===== src/hdl/i86d_pkg.sv =====
`timescale 1ns / 1ps
// -----------------------------------------------------------------------------
// i86d_pkg
// Shared types, codes and opcode classification for the 8086 subset decoder.
// -----------------------------------------------------------------------------
package i86d_pkg;

  typedef enum logic [3:0] {
    C_BAD, C_RM_REG, C_RM_IMM, C_REG_IMM, C_ACC_MEM, C_SEG_RM, C_GRP_FF,
    C_GRP_8F, C_REG16, C_SEG, C_ACC_IMM, C_PORT, C_DXPORT, C_BARE
  } cls_t;

  typedef enum logic [5:0] {
    PH_OPC   = 6'b000001,
    PH_MODRM = 6'b000010,
    PH_DLO   = 6'b000100,
    PH_DHI   = 6'b001000,
    PH_ILO   = 6'b010000,
    PH_IHI   = 6'b100000
  } phase_t;

  localparam logic [2:0] K_NONE = 3'd0;
  localparam logic [2:0] K_REG  = 3'd1;
  localparam logic [2:0] K_SEG  = 3'd2;
  localparam logic [2:0] K_EA   = 3'd3;
  localparam logic [2:0] K_DIR  = 3'd4;
  localparam logic [2:0] K_IMM  = 3'd5;
  localparam logic [2:0] K_PORT = 3'd6;
  localparam logic [2:0] K_DX   = 3'd7;

  localparam logic [1:0] ST_OK    = 2'd0;
  localparam logic [1:0] ST_BAD   = 2'd1;
  localparam logic [1:0] ST_TRUNC = 2'd2;

  localparam logic [4:0] MN_MOV  = 5'd0;
  localparam logic [4:0] MN_PUSH = 5'd1;
  localparam logic [4:0] MN_POP  = 5'd2;
  localparam logic [4:0] MN_XCHG = 5'd3;
  localparam logic [4:0] MN_ADD  = 5'd4;
  localparam logic [4:0] MN_ADC  = 5'd5;
  localparam logic [4:0] MN_IN   = 5'd6;
  localparam logic [4:0] MN_OUT  = 5'd7;
  localparam logic [4:0] MN_XLAT = 5'd8;
  localparam logic [4:0] MN_LEA  = 5'd9;
  localparam logic [4:0] MN_LDS  = 5'd10;
  localparam logic [4:0] MN_LES  = 5'd11;
  localparam logic [4:0] MN_LAHF = 5'd12;
  localparam logic [4:0] MN_SAHF = 5'd13;
  localparam logic [4:0] MN_PSHF = 5'd14;
  localparam logic [4:0] MN_POPF = 5'd15;
  localparam logic [4:0] MN_AAA  = 5'd16;
  localparam logic [4:0] MN_DAA  = 5'd17;
  localparam logic [4:0] MN_AAS  = 5'd18;
  localparam logic [4:0] MN_DAS  = 5'd19;
  localparam logic [4:0] MN_CBW  = 5'd20;
  localparam logic [4:0] MN_CWD  = 5'd21;

  typedef struct packed {
    logic [1:0]  status;
    logic [4:0]  mnemonic;
    logic [2:0]  dest_kind;
    logic [2:0]  src_kind;
    logic [2:0]  dest_reg;
    logic [2:0]  src_reg;
    logic [1:0]  op_width;
    logic [2:0]  ea_rm;
    logic [1:0]  disp_size;
    logic [15:0] displacement;
    logic [15:0] immediate;
    logic [2:0]  inst_length;
  } rec_t;

  typedef struct packed {
    logic [7:0] code_byte;
    logic       stream_end;
  } in_t;

  // Instruction as gathered so far, handed from the collector to the builder.
  typedef struct packed {
    logic [1:0]  status;
    logic [7:0]  opc;
    logic [7:0]  modrm;
    logic [15:0] disp;
    logic [15:0] imm;
    logic [2:0]  len;
  } gath_t;

  function automatic logic bare_known(input logic [7:0] b);
    case (b)
      8'hD7, 8'h9F, 8'h9E, 8'h9C, 8'h9D, 8'h37, 8'h27, 8'h3F, 8'h2F, 8'h98,
      8'h99: return 1'b1;
      default: return 1'b0;
    endcase
  endfunction

  function automatic logic [4:0] bare_mn(input logic [7:0] b);
    case (b)
      8'hD7: return MN_XLAT;
      8'h9F: return MN_LAHF;
      8'h9E: return MN_SAHF;
      8'h9C: return MN_PSHF;
      8'h9D: return MN_POPF;
      8'h37: return MN_AAA;
      8'h27: return MN_DAA;
      8'h3F: return MN_AAS;
      8'h2F: return MN_DAS;
      8'h98: return MN_CBW;
      8'h99: return MN_CWD;
      default: return MN_MOV;
    endcase
  endfunction

  function automatic cls_t classify(input logic [7:0] b);
    if ((b & 8'hFC) == 8'h88) return C_RM_REG;
    if ((b & 8'hFE) == 8'hC6) return C_RM_IMM;
    if ((b & 8'hF0) == 8'hB0) return C_REG_IMM;
    if ((b & 8'hFC) == 8'hA0) return C_ACC_MEM;
    if ((b & 8'hFD) == 8'h8C) return C_SEG_RM;
    if (b == 8'hFF) return C_GRP_FF;
    if ((b & 8'hF8) == 8'h50) return C_REG16;
    if ((b & 8'hE7) == 8'h06) return C_SEG;
    if ((b & 8'hF8) == 8'h58) return C_REG16;
    if ((b & 8'hE7) == 8'h07) return C_SEG;
    if (b == 8'h8F) return C_GRP_8F;
    if ((b & 8'hFE) == 8'h86) return C_RM_REG;
    if ((b & 8'hF8) == 8'h90) return C_REG16;
    if ((b & 8'hFC) == 8'h00 || (b & 8'hFC) == 8'h10) return C_RM_REG;
    if ((b & 8'hFE) == 8'h04 || (b & 8'hFE) == 8'h14) return C_ACC_IMM;
    if ((b & 8'hFC) == 8'h80) return C_RM_IMM;
    if ((b & 8'hFC) == 8'hE4) return C_PORT;
    if ((b & 8'hFC) == 8'hEC) return C_DXPORT;
    if (b == 8'h8D || (b & 8'hFE) == 8'hC4) return C_RM_REG;
    if (bare_known(b)) return C_BARE;
    return C_BAD;
  endfunction

  function automatic logic has_modrm(input cls_t c);
    return c == C_RM_REG || c == C_RM_IMM || c == C_SEG_RM ||
           c == C_GRP_FF || c == C_GRP_8F;
  endfunction

  function automatic logic [1:0] disp_len(input cls_t c, input logic [7:0] m);
    if (c == C_ACC_MEM) return 2'd2;
    if (!has_modrm(c)) return 2'd0;
    case (m[7:6])
      2'd0: return (m[2:0] == 3'd6) ? 2'd2 : 2'd0;
      2'd1: return 2'd1;
      2'd2: return 2'd2;
      default: return 2'd0;
    endcase
  endfunction

  function automatic logic [1:0] imm_len(input cls_t c, input logic [7:0] op);
    case (c)
      C_RM_IMM: begin
        if ((op & 8'hFC) == 8'h80) return (!op[1] && op[0]) ? 2'd2 : 2'd1;
        return op[0] ? 2'd2 : 2'd1;
      end
      C_REG_IMM: return op[3] ? 2'd2 : 2'd1;
      C_ACC_IMM: return op[0] ? 2'd2 : 2'd1;
      C_PORT:    return 2'd1;
      default:   return 2'd0;
    endcase
  endfunction

  function automatic logic group_ok(input logic [7:0] op, input logic [7:0] m);
    if (op == 8'hFF) return m[5:3] == 3'd6;
    if (op == 8'h8F) return m[5:3] == 3'd0;
    if ((op & 8'hFC) == 8'h80) return m[5:3] == 3'd0 || m[5:3] == 3'd2;
    return 1'b1;
  endfunction

endpackage


===== src/hdl/i86d_collect.sv =====
`timescale 1ns / 1ps
// -----------------------------------------------------------------------------
// i86d_collect
// Byte phase machine: gathers opcode, ModRM, displacement and immediate.
// -----------------------------------------------------------------------------
module i86d_collect import i86d_pkg::*; (
  input  logic       clk,
  input  logic       rst_n,
  input  logic       step,        // byte accepted this cycle
  input  logic [7:0] code_byte,
  input  logic       stream_end,
  output logic       emit,        // a record follows from this byte
  output gath_t      gath
);

  phase_t      phase_r, phase_nxt;
  logic [7:0]  opc_r, opc_nxt, modrm_r, modrm_nxt;
  logic [15:0] disp_r, disp_nxt, imm_r, imm_nxt;
  logic [2:0]  len_r, len_nxt;
  logic        halt_r, halt_nxt;

  cls_t       c;
  logic [1:0] dl, il;
  logic       bad, done;
  phase_t     nx;

  always_comb begin
    phase_nxt = phase_r;
    opc_nxt   = opc_r;
    modrm_nxt = modrm_r;
    disp_nxt  = disp_r;
    imm_nxt   = imm_r;
    len_nxt   = len_r + 3'd1;
    halt_nxt  = halt_r;
    bad       = 1'b0;
    case (phase_r)
      PH_OPC: begin
        opc_nxt = code_byte; modrm_nxt = '0; disp_nxt = '0; imm_nxt = '0;
        len_nxt = 3'd1;
        bad = (classify(code_byte) == C_BAD);
      end
      PH_MODRM: begin
        modrm_nxt = code_byte;
        bad = !group_ok(opc_r, code_byte);
      end
      PH_DLO: begin
        disp_nxt = {8'h00, code_byte};
        if (disp_len(classify(opc_r), modrm_r) == 2'd1 && code_byte[7])
          disp_nxt[15:8] = 8'hFF;
      end
      PH_DHI: disp_nxt = {code_byte, disp_r[7:0]};
      PH_ILO: begin
        imm_nxt = {8'h00, code_byte};
        if ((opc_r & 8'hFC) == 8'h80 && opc_r[1] && code_byte[7])
          imm_nxt[15:8] = 8'hFF;
      end
      PH_IHI: imm_nxt = {code_byte, imm_r[7:0]};
      default: ;
    endcase
    c  = classify(opc_nxt);
    dl = disp_len(c, modrm_nxt);
    il = imm_len(c, opc_nxt);
    done = 1'b0;
    nx = PH_OPC;
    if (phase_r == PH_OPC && has_modrm(c)) nx = PH_MODRM;
    else if ((phase_r == PH_OPC || phase_r == PH_MODRM) && dl != 2'd0) nx = PH_DLO;
    else if (phase_r == PH_DLO && dl == 2'd2) nx = PH_DHI;
    else if ((phase_r == PH_OPC || phase_r == PH_MODRM || phase_r == PH_DLO ||
              phase_r == PH_DHI) && il != 2'd0) nx = PH_ILO;
    else if (phase_r == PH_ILO && il == 2'd2) nx = PH_IHI;
    else done = 1'b1;

    gath.opc = opc_nxt; gath.modrm = modrm_nxt; gath.disp = disp_nxt;
    gath.imm = imm_nxt; gath.len = len_nxt;
    if (bad) gath.status = ST_BAD;
    else if (done) gath.status = ST_OK;
    else gath.status = ST_TRUNC;
    emit = step && !halt_r && (bad || done || stream_end);

    if (halt_r) begin
      phase_nxt = phase_r;
      opc_nxt = opc_r; modrm_nxt = modrm_r; disp_nxt = disp_r; imm_nxt = imm_r;
      len_nxt = len_r;
      halt_nxt = !stream_end;
    end else if (bad) begin
      phase_nxt = PH_OPC;
      halt_nxt = !stream_end;
    end else if (done || stream_end) begin
      phase_nxt = PH_OPC;
    end else begin
      phase_nxt = nx;
    end
  end

  always_ff @(posedge clk) begin
    if (!rst_n) begin
      phase_r <= PH_OPC;
      halt_r  <= 1'b0;
      opc_r   <= '0;
      modrm_r <= '0;
      disp_r  <= '0;
      imm_r   <= '0;
      len_r   <= '0;
    end else if (step) begin
      phase_r <= phase_nxt;
      halt_r  <= halt_nxt;
      opc_r   <= opc_nxt;
      modrm_r <= modrm_nxt;
      disp_r  <= disp_nxt;
      imm_r   <= imm_nxt;
      len_r   <= len_nxt;
    end
  end

  a_onehot: assert property (@(posedge clk) disable iff (!rst_n) $onehot(phase_r))
    else $error("phase not one-hot");
  a_halt_idle: assert property (@(posedge clk) disable iff (!rst_n)
    halt_r |-> phase_r == PH_OPC) else $error("halted mid-instruction");
  a_bad_halts: assert property (@(posedge clk) disable iff (!rst_n)
    emit && gath.status == ST_BAD && !stream_end |=> halt_r)
    else $error("error did not halt");
endmodule


===== config.mk =====
export PLATFORM = sky130hd
export DESIGN_NAME = i86d_collect
export DESIGN_NICKNAME = d
export VERILOG_FILES = /design/src/hdl/i86d_pkg.sv /design/src/hdl/i86d_collect.sv
export SDC_FILE = /design/constraint.sdc
export NUM_CORES = 1
export LEC_CHECK = 0
export ABC_AREA = 1
export BUFFER_PORTS_ARGS = -buffer_cell sky130_fd_sc_hd__buf_2
export CORE_UTILIZATION = 60
export CTS_CLUSTER_SIZE = 8
export DETAILED_ROUTE_END_ITERATION = 8
export GPL_ROUTABILITY_DRIVEN = 0
export PLACE_DENSITY = 0.95
export SYNTH_ARGS = -nofsm -noshare
export SYNTH_HDL_FRONTEND = slang
export SYNTH_SLANG_ARGS = --single-unit

===== constraint.sdc =====
create_clock -name clk -period 9.3 [get_ports clk]
set_clock_uncertainty 0.1 [all_clocks]
set_input_delay 1.395 -clock clk [delete_from_list [all_inputs] [get_ports clk]]
set_output_delay 1.395 -clock clk [all_outputs]
set_load 0.02 [all_outputs]

==> metrics.txt <==
Post-DP HPWL about 8.9 mm; global-route wire length before repair roughly 21 mm; clock-pin slew on the worst setup and hold paths about 70 ps; post_cts resized 0; Synth top area share between 20% and 30%; gate count after technology mapping just over 700; R2R cell count 22; Final Critical Period ~5600 ps; top-count cell post-synth inv_1; final setup vio count 0; register area share after synthesis roughly 27%; # diodes 0; I/O Buffers 65; largest net degree at the start of global routing between 80 and 90; max cap viols 0; Synth top cells by count 132 x inv_1, 107 x nand2_1, 73 x nor2_1; worst skew pair latency around 350 ps; worst min-delay path class reg -> reg; WL per Instance about 15 µm; synthesized area around 4300 µm²; Die Y 86.5 µm; initial DRC count between 600 and 700; leak pwr about 0.0025 µW; total nets after synthesis approximately 730; Root Buffer clkbuf_8; total track usage between 30% and 40%; setup TNS 0 ps; Max-slew headroom between 20% and 30%; critical-path maximum fanout 9; RSZ-0062 raised after global routing false; vias in the first global route 4620; Die W around 87 µm; final slew viol count 0; Worst EP required 7810 ps; Max Clk Rate approximately 180 MHz; Pwr per Cell Area about 180 nW/µm²; final worst path period share approximately three fifths; Yosys warnings 0; Vias/cell roughly 6.1; Core Region between 6000 and 7000 µm²; CP startpoint kind input pin; crit path DAT about 4100 ps; average cell area after synthesis about 6 µm²; Pre-Repair DR Iteration Count 6; layout cells sized above 1 about 15%; flop and latch count out of synthesis 58; die area 7490 µm²; async set or reset register ratio after synthesis 0%; GRT Max-Usage Layer met2; nets 770; critical path type in -> out; Worst Max-Slew Pin Slew 1170 ps; Main synth FF type dfxtp_1; row cnt 30; worst slack, placed between 3000 and 4000 ps; Initial Utilization between 60% and 70%; DRT antenna net count 0; GRT overflow 0; fillers roughly 560; total CTS buffers 9; Clock Tree Buf Depth 2; outcome complete, no violations; H-tree levels 3; Peak VDD IR 0.000112 V; cell taking the most area after synthesis dfxtp_1; ranking of synthesized cells by area dfxtp_1 27%, inv_1 12%, nand2_1 9.4%; hold violation total from the final report 0; M3 GR Usage under 10%; # hold bufs at CTS 0; initial antenna violation count 0; Hold Path Stages 2; synthesis-to-layout area growth 13.0%; Post-synth EDFFs 0; io pins 66; vias ~5.2k; detailed-route wire length 12.8 mm; DRC Markers 0; post-synth cell types 41; CTS tree yes; Critical Path Sink Type output pin; met2 Resource Use GR 56.3%; GR Util met1 around 44%; Clock Sinks 58; post-CTS setup buffer count 0; post-layout worst setup margin about 3700 ps
worst max-delay path, cell delays in order:
cell	delay, ps
buf_2	180
clkinv_1	320
nand4_1	230
nand2_2	130
nand2_1	130
nor2_2	70
nand2_1	90
nand2_1	70
nor2_1	130
nand4_2	130
nor2_1	110
nand4_1	180
nand4_1	160
nand3_1	80
nand2_1	140
nand4_4	120
nand2_1	90
inv_2	30
nand2_1	40
nand2_1	60
inv_1	80
buf_2	160
where the power goes:
group	internal (µW)	switching, µW	total [µW]	leakage [µW]
combinational	83.5	211	295	0.00195
sequential	270	15.2	285	0.000478
clock	193	106	299	0.000123
total	546	333	879	0.00255
logic make-up (layout without fill, tap and decap cells):
kind of cell | Yosys count | count (layout) | synth area share (%)
fa+ha+maj | 1 | 1 | 0.292
simple gates | 313 | 313 | 34.6
buf+inv | 173 | 222 | 15.8
flops | 58 | 58 | 27.1
compound gates | 168 | 168 | 22.2
metal layers:
metal | share of wire [%] | wire length (µm)
met5 | 0 | 0
met4 | 4.9 | 626
met3 | 12 | 1520
met2 | 45 | 5810
met1 | 38 | 4820
stage by stage:
stage / hold slack, ps / instances / cell area [µm²] / total power (µW) / utilization (%)
2_1_floorplan: 348 / 713 / 4290 / 507 / -
3_3_place_gp: 365 / 842 / 4590 / 563 / 67.2
4_1_cts: 386 / 858 / 4840 / 871 / 70.9
3_5_place_dp: 375 / 842 / 4590 / 574 / 67.2
5_1_grt: 411 / 858 / 4840 / 924 / 70.9
6_report: 390 / 858 / 4840 / 879 / 70.9
cell type report:
cell class                      instances  area (µm²)  share of cell area (%)
Multi-Input combinational cell        482        2450                    50.6
Sequential cell                        58        1160                    24.0
Inverter                              140         526                    10.8
Timing Repair Buffer                   66         333                    6.87
Clock buffer                           12         155                    3.20
Tap cell                               96         120                    2.48
Clock inverter                          4        97.6                    2.01
cells in the final DEF, fill, tap and decap left out, drive strengths merged:
cell type    n
a2111oi      4
a211oi       3
a21oi       55
a221oi       1
a311oi       1
a31oi        1
and3         2
buf         66
bufinv       3
clkbuf      12
clkinv       5
clkinvlp     1
dfxtp       58
ha           1
inv        135
nand2      119
nand3       52
nand3b       3
nand4       33
nor2        80
nor3        16
nor3b        1
nor4         6
o2111ai      2
o211ai       2
o21ai       70
o221ai       1
o22ai       25
o311ai       1
o31ai        2
or2          1
path summary, 6_finish.rpt:
path / slack [ps] / from / end
setup / recovery: 3680 / code_byte[5] / emit
hold / removal: 390 / len_r[2] / len_r[2]
setup reg to reg: 5620 / phase_r[4] / phase_r[0]
hold reg to reg: 390 / len_r[2] / len_r[2]
sequential cells by signal, summed over array words and instances, names as in the netlist:
name,flops
halt_r,1
imm_r,16
opc_r,8
disp_r,16
modrm_r,8
len_r,3
phase_r,6
No activity file was read; power rests on OpenSTA's default activity.
