<file path="src/hdl/i86d_pkg.sv">
`timescale 1ns / 1ps
// -----------------------------------------------------------------------------
// i86d_pkg
// Shared types, codes and opcode classification for the 8086 subset decoder.
// -----------------------------------------------------------------------------
package i86d_pkg;

  typedef enum logic [3:0] {
    C_BAD, C_RM_REG, C_RM_IMM, C_REG_IMM, C_ACC_MEM, C_SEG_RM, C_GRP_FF,
    C_GRP_8F, C_REG16, C_SEG, C_ACC_IMM, C_PORT, C_DXPORT, C_BARE
  } cls_t;

  typedef enum logic [5:0] {
    PH_OPC   = 6'b000001,
    PH_MODRM = 6'b000010,
    PH_DLO   = 6'b000100,
    PH_DHI   = 6'b001000,
    PH_ILO   = 6'b010000,
    PH_IHI   = 6'b100000
  } phase_t;

  localparam logic [2:0] K_NONE = 3'd0;
  localparam logic [2:0] K_REG  = 3'd1;
  localparam logic [2:0] K_SEG  = 3'd2;
  localparam logic [2:0] K_EA   = 3'd3;
  localparam logic [2:0] K_DIR  = 3'd4;
  localparam logic [2:0] K_IMM  = 3'd5;
  localparam logic [2:0] K_PORT = 3'd6;
  localparam logic [2:0] K_DX   = 3'd7;

  localparam logic [1:0] ST_OK    = 2'd0;
  localparam logic [1:0] ST_BAD   = 2'd1;
  localparam logic [1:0] ST_TRUNC = 2'd2;

  localparam logic [4:0] MN_MOV  = 5'd0;
  localparam logic [4:0] MN_PUSH = 5'd1;
  localparam logic [4:0] MN_POP  = 5'd2;
  localparam logic [4:0] MN_XCHG = 5'd3;
  localparam logic [4:0] MN_ADD  = 5'd4;
  localparam logic [4:0] MN_ADC  = 5'd5;
  localparam logic [4:0] MN_IN   = 5'd6;
  localparam logic [4:0] MN_OUT  = 5'd7;
  localparam logic [4:0] MN_XLAT = 5'd8;
  localparam logic [4:0] MN_LEA  = 5'd9;
  localparam logic [4:0] MN_LDS  = 5'd10;
  localparam logic [4:0] MN_LES  = 5'd11;
  localparam logic [4:0] MN_LAHF = 5'd12;
  localparam logic [4:0] MN_SAHF = 5'd13;
  localparam logic [4:0] MN_PSHF = 5'd14;
  localparam logic [4:0] MN_POPF = 5'd15;
  localparam logic [4:0] MN_AAA  = 5'd16;
  localparam logic [4:0] MN_DAA  = 5'd17;
  localparam logic [4:0] MN_AAS  = 5'd18;
  localparam logic [4:0] MN_DAS  = 5'd19;
  localparam logic [4:0] MN_CBW  = 5'd20;
  localparam logic [4:0] MN_CWD  = 5'd21;

  typedef struct packed {
    logic [1:0]  status;
    logic [4:0]  mnemonic;
    logic [2:0]  dest_kind;
    logic [2:0]  src_kind;
    logic [2:0]  dest_reg;
    logic [2:0]  src_reg;
    logic [1:0]  op_width;
    logic [2:0]  ea_rm;
    logic [1:0]  disp_size;
    logic [15:0] displacement;
    logic [15:0] immediate;
    logic [2:0]  inst_length;
  } rec_t;

  typedef struct packed {
    logic [7:0] code_byte;
    logic       stream_end;
  } in_t;

  // Instruction as gathered so far, handed from the collector to the builder.
  typedef struct packed {
    logic [1:0]  status;
    logic [7:0]  opc;
    logic [7:0]  modrm;
    logic [15:0] disp;
    logic [15:0] imm;
    logic [2:0]  len;
  } gath_t;

  function automatic logic bare_known(input logic [7:0] b);
    case (b)
      8'hD7, 8'h9F, 8'h9E, 8'h9C, 8'h9D, 8'h37, 8'h27, 8'h3F, 8'h2F, 8'h98,
      8'h99: return 1'b1;
      default: return 1'b0;
    endcase
  endfunction

  function automatic logic [4:0] bare_mn(input logic [7:0] b);
    case (b)
      8'hD7: return MN_XLAT;
      8'h9F: return MN_LAHF;
      8'h9E: return MN_SAHF;
      8'h9C: return MN_PSHF;
      8'h9D: return MN_POPF;
      8'h37: return MN_AAA;
      8'h27: return MN_DAA;
      8'h3F: return MN_AAS;
      8'h2F: return MN_DAS;
      8'h98: return MN_CBW;
      8'h99: return MN_CWD;
      default: return MN_MOV;
    endcase
  endfunction

  function automatic cls_t classify(input logic [7:0] b);
    if ((b & 8'hFC) == 8'h88) return C_RM_REG;
    if ((b & 8'hFE) == 8'hC6) return C_RM_IMM;
    if ((b & 8'hF0) == 8'hB0) return C_REG_IMM;
    if ((b & 8'hFC) == 8'hA0) return C_ACC_MEM;
    if ((b & 8'hFD) == 8'h8C) return C_SEG_RM;
    if (b == 8'hFF) return C_GRP_FF;
    if ((b & 8'hF8) == 8'h50) return C_REG16;
    if ((b & 8'hE7) == 8'h06) return C_SEG;
    if ((b & 8'hF8) == 8'h58) return C_REG16;
    if ((b & 8'hE7) == 8'h07) return C_SEG;
    if (b == 8'h8F) return C_GRP_8F;
    if ((b & 8'hFE) == 8'h86) return C_RM_REG;
    if ((b & 8'hF8) == 8'h90) return C_REG16;
    if ((b & 8'hFC) == 8'h00 || (b & 8'hFC) == 8'h10) return C_RM_REG;
    if ((b & 8'hFE) == 8'h04 || (b & 8'hFE) == 8'h14) return C_ACC_IMM;
    if ((b & 8'hFC) == 8'h80) return C_RM_IMM;
    if ((b & 8'hFC) == 8'hE4) return C_PORT;
    if ((b & 8'hFC) == 8'hEC) return C_DXPORT;
    if (b == 8'h8D || (b & 8'hFE) == 8'hC4) return C_RM_REG;
    if (bare_known(b)) return C_BARE;
    return C_BAD;
  endfunction

  function automatic logic has_modrm(input cls_t c);
    return c == C_RM_REG || c == C_RM_IMM || c == C_SEG_RM ||
           c == C_GRP_FF || c == C_GRP_8F;
  endfunction

  function automatic logic [1:0] disp_len(input cls_t c, input logic [7:0] m);
    if (c == C_ACC_MEM) return 2'd2;
    if (!has_modrm(c)) return 2'd0;
    case (m[7:6])
      2'd0: return (m[2:0] == 3'd6) ? 2'd2 : 2'd0;
      2'd1: return 2'd1;
      2'd2: return 2'd2;
      default: return 2'd0;
    endcase
  endfunction

  function automatic logic [1:0] imm_len(input cls_t c, input logic [7:0] op);
    case (c)
      C_RM_IMM: begin
        if ((op & 8'hFC) == 8'h80) return (!op[1] && op[0]) ? 2'd2 : 2'd1;
        return op[0] ? 2'd2 : 2'd1;
      end
      C_REG_IMM: return op[3] ? 2'd2 : 2'd1;
      C_ACC_IMM: return op[0] ? 2'd2 : 2'd1;
      C_PORT:    return 2'd1;
      default:   return 2'd0;
    endcase
  endfunction

  function automatic logic group_ok(input logic [7:0] op, input logic [7:0] m);
    if (op == 8'hFF) return m[5:3] == 3'd6;
    if (op == 8'h8F) return m[5:3] == 3'd0;
    if ((op & 8'hFC) == 8'h80) return m[5:3] == 3'd0 || m[5:3] == 3'd2;
    return 1'b1;
  endfunction

endpackage

</file>
<file path="src/hdl/i86d_build.sv">
`timescale 1ns / 1ps
// -----------------------------------------------------------------------------
// i86d_build
// Turns a gathered instruction into its operand record.
// -----------------------------------------------------------------------------
module i86d_build import i86d_pkg::*; (
  input  gath_t g,
  output rec_t  rec
);

  cls_t       c;
  logic [7:0] op, m;
  logic [2:0] rmk, rmr, rg, rm;
  logic       d;
  logic [1:0] w;

  always_comb begin
    op = g.opc; m = g.modrm;
    c  = classify(op);
    rg = m[5:3]; rm = m[2:0];
    rmk = (m[7:6] == 2'd3) ? K_REG : ((m[7:6] == 2'd0 && rm == 3'd6) ? K_DIR : K_EA);
    rmr = (m[7:6] == 2'd3) ? rm : 3'd0;
    d = op[1]; w = {1'b0, op[0]};
    rec = '0;
    case (c)
      C_RM_REG: begin
        if ((op & 8'hFC) == 8'h88) rec.mnemonic = MN_MOV;
        else if ((op & 8'hFC) == 8'h00) rec.mnemonic = MN_ADD;
        else if ((op & 8'hFC) == 8'h10) rec.mnemonic = MN_ADC;
        else if ((op & 8'hFE) == 8'h86) rec.mnemonic = MN_XCHG;
        else if (op == 8'h8D) begin rec.mnemonic = MN_LEA; d = 1'b1; w = 2'd1; end
        else begin
          rec.mnemonic = op[0] ? MN_LDS : MN_LES; d = 1'b1; w = 2'd2;
        end
        if (d) begin
          rec.dest_kind = K_REG; rec.dest_reg = rg; rec.src_kind = rmk; rec.src_reg = rmr;
        end else begin
          rec.dest_kind = rmk; rec.dest_reg = rmr; rec.src_kind = K_REG; rec.src_reg = rg;
        end
      end
      C_RM_IMM: begin
        rec.mnemonic = ((op & 8'hFC) == 8'h80) ? ((rg == 3'd0) ? MN_ADD : MN_ADC) : MN_MOV;
        rec.dest_kind = rmk; rec.dest_reg = rmr; rec.src_kind = K_IMM;
      end
      C_REG_IMM: begin
        rec.dest_kind = K_REG; rec.dest_reg = op[2:0]; rec.src_kind = K_IMM;
        w = {1'b0, op[3]};
      end
      C_ACC_MEM: begin
        rec.dest_kind = d ? K_DIR : K_REG; rec.src_kind = d ? K_REG : K_DIR;
      end
      C_SEG_RM: begin
        w = 2'd1;
        if (d) begin
          rec.dest_kind = K_SEG; rec.dest_reg = {1'b0, rg[1:0]};
          rec.src_kind = rmk; rec.src_reg = rmr;
        end else begin
          rec.dest_kind = rmk; rec.dest_reg = rmr;
          rec.src_kind = K_SEG; rec.src_reg = {1'b0, rg[1:0]};
        end
      end
      C_GRP_FF, C_GRP_8F: begin
        rec.mnemonic = (c == C_GRP_FF) ? MN_PUSH : MN_POP;
        rec.dest_kind = rmk; rec.dest_reg = rmr; w = 2'd1;
      end
      C_REG16: begin
        w = 2'd1;
        rec.dest_kind = K_REG;
        if ((op & 8'hF8) == 8'h90) begin
          rec.mnemonic = MN_XCHG; rec.src_kind = K_REG; rec.src_reg = op[2:0];
        end else begin
          rec.mnemonic = ((op & 8'hF8) == 8'h50) ? MN_PUSH : MN_POP;
          rec.dest_reg = op[2:0];
        end
      end
      C_SEG: begin
        rec.mnemonic = op[0] ? MN_POP : MN_PUSH;
        rec.dest_kind = K_SEG; rec.dest_reg = {1'b0, op[4:3]}; w = 2'd1;
      end
      C_ACC_IMM: begin
        rec.mnemonic = (op[7:4] == 4'h0) ? MN_ADD : MN_ADC;
        rec.dest_kind = K_REG; rec.src_kind = K_IMM;
      end
      C_PORT, C_DXPORT: begin
        rec.mnemonic = d ? MN_OUT : MN_IN;
        rec.dest_kind = d ? ((c == C_PORT) ? K_PORT : K_DX) : K_REG;
        rec.src_kind  = d ? K_REG : ((c == C_PORT) ? K_PORT : K_DX);
      end
      default: begin
        rec.mnemonic = bare_mn(op); w = 2'd0;
      end
    endcase
    rec.op_width = w;
    rec.ea_rm = (rec.dest_kind == K_EA || rec.src_kind == K_EA) ? rm : 3'd0;
    rec.disp_size = disp_len(c, m);
    rec.displacement = g.disp;
    rec.immediate = g.imm;
    rec.inst_length = g.len;
    if (g.status != ST_OK) begin
      rec = '0;
      rec.status = g.status;
      rec.inst_length = g.len;
    end
  end
endmodule
</file>
<file path="config.mk">
export PLATFORM = sky130hd
export DESIGN_NAME = i86d_build
export DESIGN_NICKNAME = d
export VERILOG_FILES = /design/src/hdl/i86d_pkg.sv /design/src/hdl/i86d_build.sv
export SDC_FILE = /design/constraint.sdc
export NUM_CORES = 1
export LEC_CHECK = 0
export ABC_AREA = 1
export BUFFER_PORTS_ARGS = -buffer_cell sky130_fd_sc_hd__buf_2
export CAP_MARGIN = 20
export CORE_UTILIZATION = 28
export DETAILED_ROUTE_END_ITERATION = 8
export GPL_ROUTABILITY_DRIVEN = 0
export SYNTH_ARGS = -nofsm -noshare
export SYNTH_HDL_FRONTEND = slang
export SYNTH_SLANG_ARGS = --single-unit
</file>
<file path="constraint.sdc">
create_clock -name vclk -period 2.8
set_input_delay 0.28 -clock vclk [all_inputs]
set_output_delay 0.28 -clock vclk [all_outputs]
set_load 0.01 [all_outputs]
</file>
==> reports/qor.log <==
INFO  layout         layoutNonFillerInstCount=585
INFO  detailed_routing avgRoutedWirePerCell=13.5um
INFO  setup_path     critPathKind=in2out
INFO  floorplanning  core_region_area=6350um2
INFO  floorplanning  rows=29
INFO  layout         sequential_cell_area=0um2
INFO  flow_run       max_cap_viols=0
INFO  setup_path     worstSetupStartpointType=primary input
INFO  floorplanning  die-area=6910um2
INFO  layout         fillerInstances=678
INFO  timing         max_clock_freq=363MHz
INFO  timing         worst_slew_margin_rel=0.459
INFO  timing         finalHoldViolations=0
INFO  floorplanning  io_pins=114
INFO  timing         final.setup.worst_slack=0.0460ns
INFO  detailed_routing first_pass_iteration_count_of_the_detailed_router=6
INFO  detailed_routing num_vias=3008
INFO  logic_synthesis mean_area_per_synthesized_cell=4.77um2
INFO  logic_synthesis sequential_cell_area_fraction_in_the_yosys_report=0
INFO  setup_path     timing.critical_path.arrival=2.47ns
INFO  timing         finalMaxSlewViolations=0
INFO  power          cellPowerDensity=136nW/um2
INFO  setup_path     worstSetupStartpoint=g[49]
INFO  status         status=completed
INFO  setup_path     critical_path.slowest_cell=nor4_2
INFO  setup_path     max_stage_delay=0.41ns
INFO  global_routing number_of_global_route_vias_before_repair=2542
INFO  timing         tightest_slew=0.802ns
INFO  timing         layout_worst_path_cycle_share=0.984
INFO  detailed_routing route.detailed.drc=0
INFO  layout         seq_cell_count=0
INFO  layout         synthToLayoutAreaGrowth=58.4%
INFO  timing         fin_crit=2.75ns
INFO  logic_synthesis gate_count_after_technology_mapping=386
INFO  setup_path     crit_required=2.52ns
INFO  global_routing antenna_found_initial=0
INFO  detailed_routing drt_wl_total=7900um
INFO  logic_synthesis ys_types=37
INFO  hold_path      startpoint_of_the_most_critical_hold_path=g[1]
INFO  setup_path     worst_setup_path_end_kind=output pin
INFO  detailed_routing antenna_violating_nets_post_route=0
INFO  logic_synthesis post_synth_instance_area=1840um2
INFO  global_routing grt_usage=0.197
INFO  place          dpl.hpwl=5970um
INFO  power          power.static_leakage=1.78nW
INFO  power          irDropWorstVdd=0.0000530V
INFO  layout         layout.nets=563
INFO  global_routing grt_first_pass_wirelength=11700um
INFO  logic_synthesis yosysWarningCount=0
INFO  detailed_routing drt-initial-drc-count=357
INFO  global_routing grt_start_max_net_pins=33
INFO  setup_path     cp_cell_sequence=buf_6 -> inv_6 -> nand2_4 -> buf_4 -> nor3_1 -> nor4_2 -> nand3_2 -> nor2_8 -> nand4_4 -> nand2_4 -> nand2_2 -> nand2_2 -> nor2_4 -> nand3_4 -> a21oi_2 -> buf_2
INFO  place          post-place-ws=-0.00602ns
INFO  floorplanning  fp.dieH=83.1um
INFO  floorplanning  floorplan.initialDensity=0.290
INFO  timing         finalSetupViolCount=0
INFO  setup_path     critical_path_peak_fanout=5
INFO  place          dp_cells=575
INFO  place          port-buffer-count=108
INFO  hold_path      hold_class=in2out
INFO  detailed_routing vias_per_cell=5.14
INFO  logic_synthesis number_of_nets_in_the_synthesized_netlist=439
INFO  layout         final.clkbuf_count=0
INFO  floorplanning  die-width=83.1um
INFO  layout         drive_gt1_frac=0.431
INFO  global_routing globalRoute.totalOverflow=0
INFO  layout         antenna_cells=0
[repair_timing]
action / in CTS / in global routing
pin swaps: 0 / 25
hold endpoints to repair: 0 / 0
endpoints found under the setup margin: 2 / 20
buffers inserted: 0 / 10
hold buffers: 0 / 0
gates resized for setup: 2 / 88
[per-stage QoR]
step                      TNS (ns)  hold WS (ns)  utilization  cell area (um2)  total power (W)
after floorplan                  0         0.647            -             1840         0.000207
after global placement     -0.0482         0.560        0.402             2550         0.000323
after detailed placement  -0.00679         0.560        0.402             2550         0.000324
after CTS                        0         0.560        0.403             2560         0.000326
after global routing        -0.118         0.560        0.460             2920         0.000426
final                            0         0.560        0.460             2920         0.000396
[worst max-delay path, delay by kind of cell]
family                 cells  cell delay [ns]
buffers and inverters      4             0.45
AO/OA/AOI/OAI              1             0.06
AND/OR/NAND/NOR           11             1.67
[worst paths after layout]
kind,endpoint,slack [ns],cells past startpoint
setup / recovery,rec[39],0.05,16
hold / removal,rec[1],0.56,0
[synth_stat cells (all sizes together)]
cell type / n / area, um2
clkinv: 1 / 5.00
nand3b: 1 / 7.51
nand2: 66 / 280
nor2: 96 / 397
nor4: 4 / 25.0
o2111a: 1 / 11.3
o2bb2ai: 2 / 17.5
clkbuf: 9 / 33.8
a21oi: 19 / 106
o21bai: 1 / 7.51
o21ai: 22 / 121
buf: 6 / 37.5
o31ai: 2 / 15.0
inv: 90 / 338
nand4: 13 / 96.3
a31oi: 5 / 31.3
nor3: 15 / 96.4
nand3: 29 / 183
o311ai: 1 / 8.76
o21a: 1 / 7.51
a22oi: 1 / 7.51
a311oi: 1 / 8.76
[layer usage]
metal / wire (um) / GRT usage / up-vias
li1: - / - / 1459
met1: 3170 / 0.250 / 1316
met2: 3630 / 0.365 / 193
met3: 728 / 0.0109 / 40
met4: 367 / 0.0408 / 0
met5: 0 / 0 / -
[cells in the final DEF, fill, tap and decap left out, types with 4 or more instances in the layout]
master,n
buf_2,101
nor2_1,81
inv_1,72
nand2_1,45
buf_4,28
nand3_1,19
a21oi_1,15
o21ai_0,14
inv_2,13
nand4_1,12
nand2_2,11
nand2_4,9
nor3_1,8
nor2_2,7
nor2_4,7
buf_6,7
nand3_2,6
nor3_2,5
a31oi_1,5
inv_4,4
o21ai_1,4
nand3_4,4
[layout make-up]
type	instances	area [um2]	share of cell area
multi-input cells	280	1650	0.567
repair buffers	137	810	0.277
inverters	91	358	0.123
well taps	77	96.3	0.0330
[power by group]
part           total [W]  switching (W)  internal [W]
combinational   0.000396       0.000242      0.000154
sequential             0              0             0
clock                  0              0             0
[cells by family after synthesis]
logic type	after synthesis	synth area share
AO/OA/AOI/OAI	56	0.186
buffers and inverters	106	0.225
AND/OR/NAND/NOR	224	0.589
Note: power is estimated with default switching activity, not from simulation.
